<file path="src/assert_macros.svh">
// Assertion macros shared by the RTL files of the chroma key mask block.
// Needs a clock i_clk and an active-low reset i_rst_n in the using module.
`ifndef ASSERT_MACROS_SVH
`define ASSERT_MACROS_SVH

// Clocked assertion, off while reset is low.
`define CKBD_ASSERT(lbl, prop, msg) \
    lbl: assert property (@(posedge i_clk) disable iff (!i_rst_n) (prop)) else $error(msg);

// Clocked assertion, checked during reset too.
`define CKBD_ASSERT_ALWAYS(lbl, prop, msg) \
    lbl: assert property (@(posedge i_clk) (prop)) else $error(msg);

`endif

</file>
<file path="src/ckbd_div.sv">
// Restoring divider, one quotient bit per cycle.
// Needs no package; depends on assert_macros.svh.
`timescale 1ns / 1ps
`include "assert_macros.svh"
module ckbd_div #(
    parameter int NW = 32,
    parameter int DW = 24
) (
    input  logic          i_clk,
    input  logic          i_rst_n,
    input  logic          i_start,
    input  logic [NW-1:0] i_dividend,
    input  logic [DW-1:0] i_divisor,
    output logic [NW-1:0] o_quotient,
    output logic [DW-1:0] o_remainder,
    output logic          o_done
);
    localparam int CNT_W = $clog2(NW);

    logic [NW-1:0]    r_quo;
    logic [DW-1:0]    r_rem;
    logic [DW-1:0]    r_dvs;
    logic [CNT_W-1:0] r_cnt;
    logic             r_busy;
    logic             r_done;
    logic [DW:0]      trial;
    logic             fits;

    assign trial = {r_rem, r_quo[NW-1]};
    assign fits  = trial >= {1'b0, r_dvs};

    always_ff @(posedge i_clk) begin
        if (!i_rst_n) begin
            r_busy <= 1'b0;
            r_done <= 1'b0;
            r_cnt  <= '0;
        end else begin
            r_done <= 1'b0;
            if (i_start) begin
                r_busy <= 1'b1;
                r_cnt  <= CNT_W'(NW - 1);
            end else if (r_busy) begin
                r_cnt <= r_cnt - 1'b1;
                if (r_cnt == '0) begin
                    r_busy <= 1'b0;
                    r_done <= 1'b1;
                end
            end
        end
    end

    always_ff @(posedge i_clk) begin
        if (i_start) begin
            r_quo <= i_dividend;
            r_rem <= '0;
            r_dvs <= i_divisor;
        end else if (r_busy) begin
            r_quo <= {r_quo[NW-2:0], fits};
            r_rem <= fits ? DW'(trial - {1'b0, r_dvs}) : DW'(trial);
        end
    end

    assign o_quotient  = r_quo;
    assign o_remainder = r_rem;
    assign o_done      = r_done;

    `CKBD_ASSERT(a_done_after_busy, o_done |-> $past(r_busy), "done without a running divide")
    `CKBD_ASSERT(a_busy_from_start, $rose(r_busy) |-> $past(i_start), "divide began unasked")
    `CKBD_ASSERT(a_done_single, o_done |=> !o_done, "done held two cycles")

endmodule

</file>
<file path="config.mk">
export PLATFORM = sky130hd
export DESIGN_NAME = ckbd_div
export DESIGN_NICKNAME = d
export VERILOG_FILES = /design/src/ckbd_div.sv
export VERILOG_INCLUDE_DIRS = /design/src /design/src/src
export SDC_FILE = /design/constraint.sdc
export NUM_CORES = 1
export LEC_CHECK = 0
export BUFFER_PORTS_ARGS = -buffer_cell sky130_fd_sc_hd__buf_2
export CORE_MARGIN = 2
export CORE_UTILIZATION = 54
export CTS_BUF_LIST = sky130_fd_sc_hd__clkbuf_16
export CTS_CLUSTER_DIAMETER = 60
export DETAILED_ROUTE_END_ITERATION = 10
export PLACE_DENSITY = 0.78
export REMOVE_ABC_BUFFERS = 1
export SYNTH_ARGS = -nofsm -noshare
export SYNTH_HDL_FRONTEND = slang
export SYNTH_SLANG_ARGS = --single-unit
</file>
<file path="constraint.sdc">
create_clock -name i_clk -period 2.77 [get_ports i_clk]
set_input_delay 0.6925 -clock i_clk [delete_from_list [all_inputs] [get_ports i_clk]]
set_output_delay 0.6925 -clock i_clk [all_outputs]
set_load 0.05 [all_outputs]
</file>
==> results.yml <==
run_status:
  outcome: "finished clean"
global_routing:
  track_usage_pct: 22.4
  gr-max-usage-layer: "met2"
  grt_pass1_wl_um: 17600
  overflow: 0
  antenna_found_initial: 0
  grt_max_degree: 38
  grtUsageMet3_pct: 5.58
  met2_usage_pct: 37.1
  first_global_vias: 3719
  grt.met1_usage_pct: 29.2
clocking:
  clk_pin_slew_ns: 0.07
  clkSinkCount: 87
  clock_latency_ns: 0.35
  htreeDepth: 3
  cts_tree: "built"
  clock_path_buffers: 2
  cts-buffers-inserted: 9
  clock_tree.root_cell: "clkbuf_16"
floorplan:
  rows: 34
  start_util_pct: 55.2
  dieArea_um2: 9640
  die_x_um: 98.2
  boundaryPins: 116
  die_h_um: 98.2
  coreArea_um2: 8680
critical_path:
  path_delay_family: "simple AND/OR/NAND/NOR gates"
  crit_type: "reg -> reg"
  reg2reg_setup_slack_ns: 0.24
  worstPathCellList: "inv_1 -> ha_1 -> and3_1 -> nand2_1 -> nor4_1 -> nand4_1 -> nand2_1 -> a21oi_4 -> buf_4 -> or2_1 -> a311oi_1"
  critPathMostFrequentCell: "nand2_1"
  critical_path_buf_inv_count: 2
  cp.required_ns: 3.02
  cp-end-kind: "flop"
  slowest_delay_ns: 0.35
  rr_endpoint: "o_remainder[7]$_SDFFE_PP0P_"
  path_depth: 11
  worstReg2RegStart: "r_dvs[10]$_DFFE_PP_"
  crit_path_start: "r_dvs[10]$_DFFE_PP_"
  critPathArrivalTime_ns: 2.79
  critPathLaunchType: "flop"
  crit_fanout: 12
  reg2reg_depth: 11
  slowest_stage: "edfxtp_1"
power:
  ir_drop_uv: 349
  p_leak_nw: 2.73
  power_density_nw_per_um2: 690
layout:
  antenna_cells: 0
  final_layout_size_suffix_gt1_share_pct: 32.5
  area_growth_syn_to_layout_pct: 22.2
  fin_nets: 647
timing:
  period_needed_ns: 2.53
  period_share_pct: 91.4
  slew_headroom_pct: 55.4
  holdWs_ns: 0.511
  hold_viol: 0
  setup_viol: 0
  max_freq_mhz: 395
  rsz0062_at_grt: "no"
  worst_slack_ns: 0.239
  drv_slew: 0
  worst_pin_slew_ns: 0.653
  fin_skew_ns: 0.00982
hold_path:
  whs_path_depth: 2
  min_from: "o_remainder[19]$_SDFFE_PP0P_"
  hold_end: "o_remainder[19]$_SDFFE_PP0P_"
  min_path_type: "reg -> reg"
routing:
  drtAntennaViolNets: 0
  first_pass_iters: 4
  wire_per_inst_um: 15.8
  drtIter0Drc: 214
  drc: 0
  routed_via_density: 5.57
  vias: 3751
  routed_wl_um: 10700
logic_synthesis:
  synth_seq_cells: 87
  yosysWarnings: 0
  syn_area_um2: 4790
  ys_async_sr_fraction_pct: 0
  ys_types: 59
  avgSynthCellArea_um2: 10.9
  synthCells: 440
  ys_seq_area_share_pct: 48.0
  synthFlopType: "edfxtp_1"
  synth_edf_count: 56
place:
  place_ws_ns: 0.161
  dp_hpwl_um: 7740
  io_buffers: 115
  gp_congestion: 0.884
flow_run:
  max_cap_viol_count: 0
-- worst register-to-register path, delay by kind of cell (launching register included) --
family / cells / cell delay (ns)
fa+ha+maj: 1 / 0.35
buf+inv: 2 / 0.26
flops: 1 / 0.35
simple gates: 6 / 1.19
compound gates: 2 / 0.30
-- sequential cells by signal (all words and copies together), names as in the netlist --
signal and cells:
o_done 1, o_remainder 24, r_dvs 24, o_quotient 32, r_busy 1, r_cnt 5
-- power breakdown --
part	total, mW	switching [mW]	internal, mW
Combinational	1.15	0.742	0.413
Clock	1.29	0.572	0.721
Sequential	1.59	0.0757	1.52
-- synth_stat cells (4+ instances only) --
library cell	number	area, um2
a21o_1	12	90.1
xor2_1	10	87.6
dfxtp_1	31	621
o21a_1	5	37.5
and3_1	5	31.3
ha_1	26	325
nand3_1	9	45.0
mux2_2	31	349
nor2b_1	5	31.3
clkbuf_1	13	48.8
xnor2_1	14	123
nor2_1	40	150
nand4_1	4	25.0
inv_1	34	128
a21oi_1	21	105
mux2i_1	18	180
nand2_1	21	78.8
o21ai_0	13	65.1
edfxtp_1	56	1680
nor3_1	7	35.0
a211oi_1	16	120
-- through the flow --
step	cells	util (%)	cell area [um2]	TNS [ns]	power (mW)
global placement	657	63.8	5530	0	2.74
CTS	673	67.3	5840	0	4.05
floorplan	422	-	4700	-5.19	2.46
finish	674	67.5	5860	0	4.04
global route	674	67.5	5860	0	4.21
detailed placement	657	63.8	5530	0	2.77
-- how the worst max path moves through the flow --
stage	end
after CTS	o_remainder[4]$_SDFFE_PP0P_
after global placement	o_remainder[12]$_SDFFE_PP0P_
after floorplan	o_remainder[12]$_SDFFE_PP0P_
after detailed placement	o_remainder[4]$_SDFFE_PP0P_
after global routing	o_remainder[20]$_SDFFE_PP0P_
final	o_remainder[7]$_SDFFE_PP0P_
-- final cells by class --
class | count | area, um2
clock inverter | 7 | 86.3
timing repair buffer | 128 | 701
sequential | 87 | 2300
clock buffer | 9 | 225
inverter | 34 | 128
tap | 108 | 135
multi-input combinational | 301 | 2280
fill | 684 | 2820
-- what timing repair did --
action | CTS | global route
gates resized for setup | 0 | 1
hold buffers | 0 | 0
setup buffers | 0 | 1
setup endpoints to repair | 0 | 7
-- kinds of logic after synthesis --
family	synth area share, %
flip-flops	48.0
AND/OR/NAND/NOR	11.3
adder cells (fa/ha/maj)	7.21
XOR/XNOR	4.39
buffers and inverters	4.49
AO/OA/AOI/OAI	13.5
multiplexers	11.0
-- per-layer routing --
| metal | wire [um] | share of wire [%] |
|---|---|---|
| met4 | 188 | 1.8 |
| met2 | 5090 | 48 |
| met5 | 0 | 0 |
| met3 | 875 | 8.2 |
| met1 | 4530 | 42 |
-- cell usage in the layout, fill, tap and decap left out, drive strengths merged, types with 18 or more instances in the layout --
| cell | netlist | layout |
|---|---|---|
| a21oi | 22 | 22 |
| edfxtp | 56 | 56 |
| dfxtp | 31 | 31 |
| mux2 | 31 | 31 |
| nor2 | 40 | 40 |
| inv | 34 | 38 |
| buf | 5 | 128 |
| mux2i | 18 | 18 |
| nand2 | 21 | 21 |
| ha | 26 | 26 |
Power figures use the tool's default switching activity.
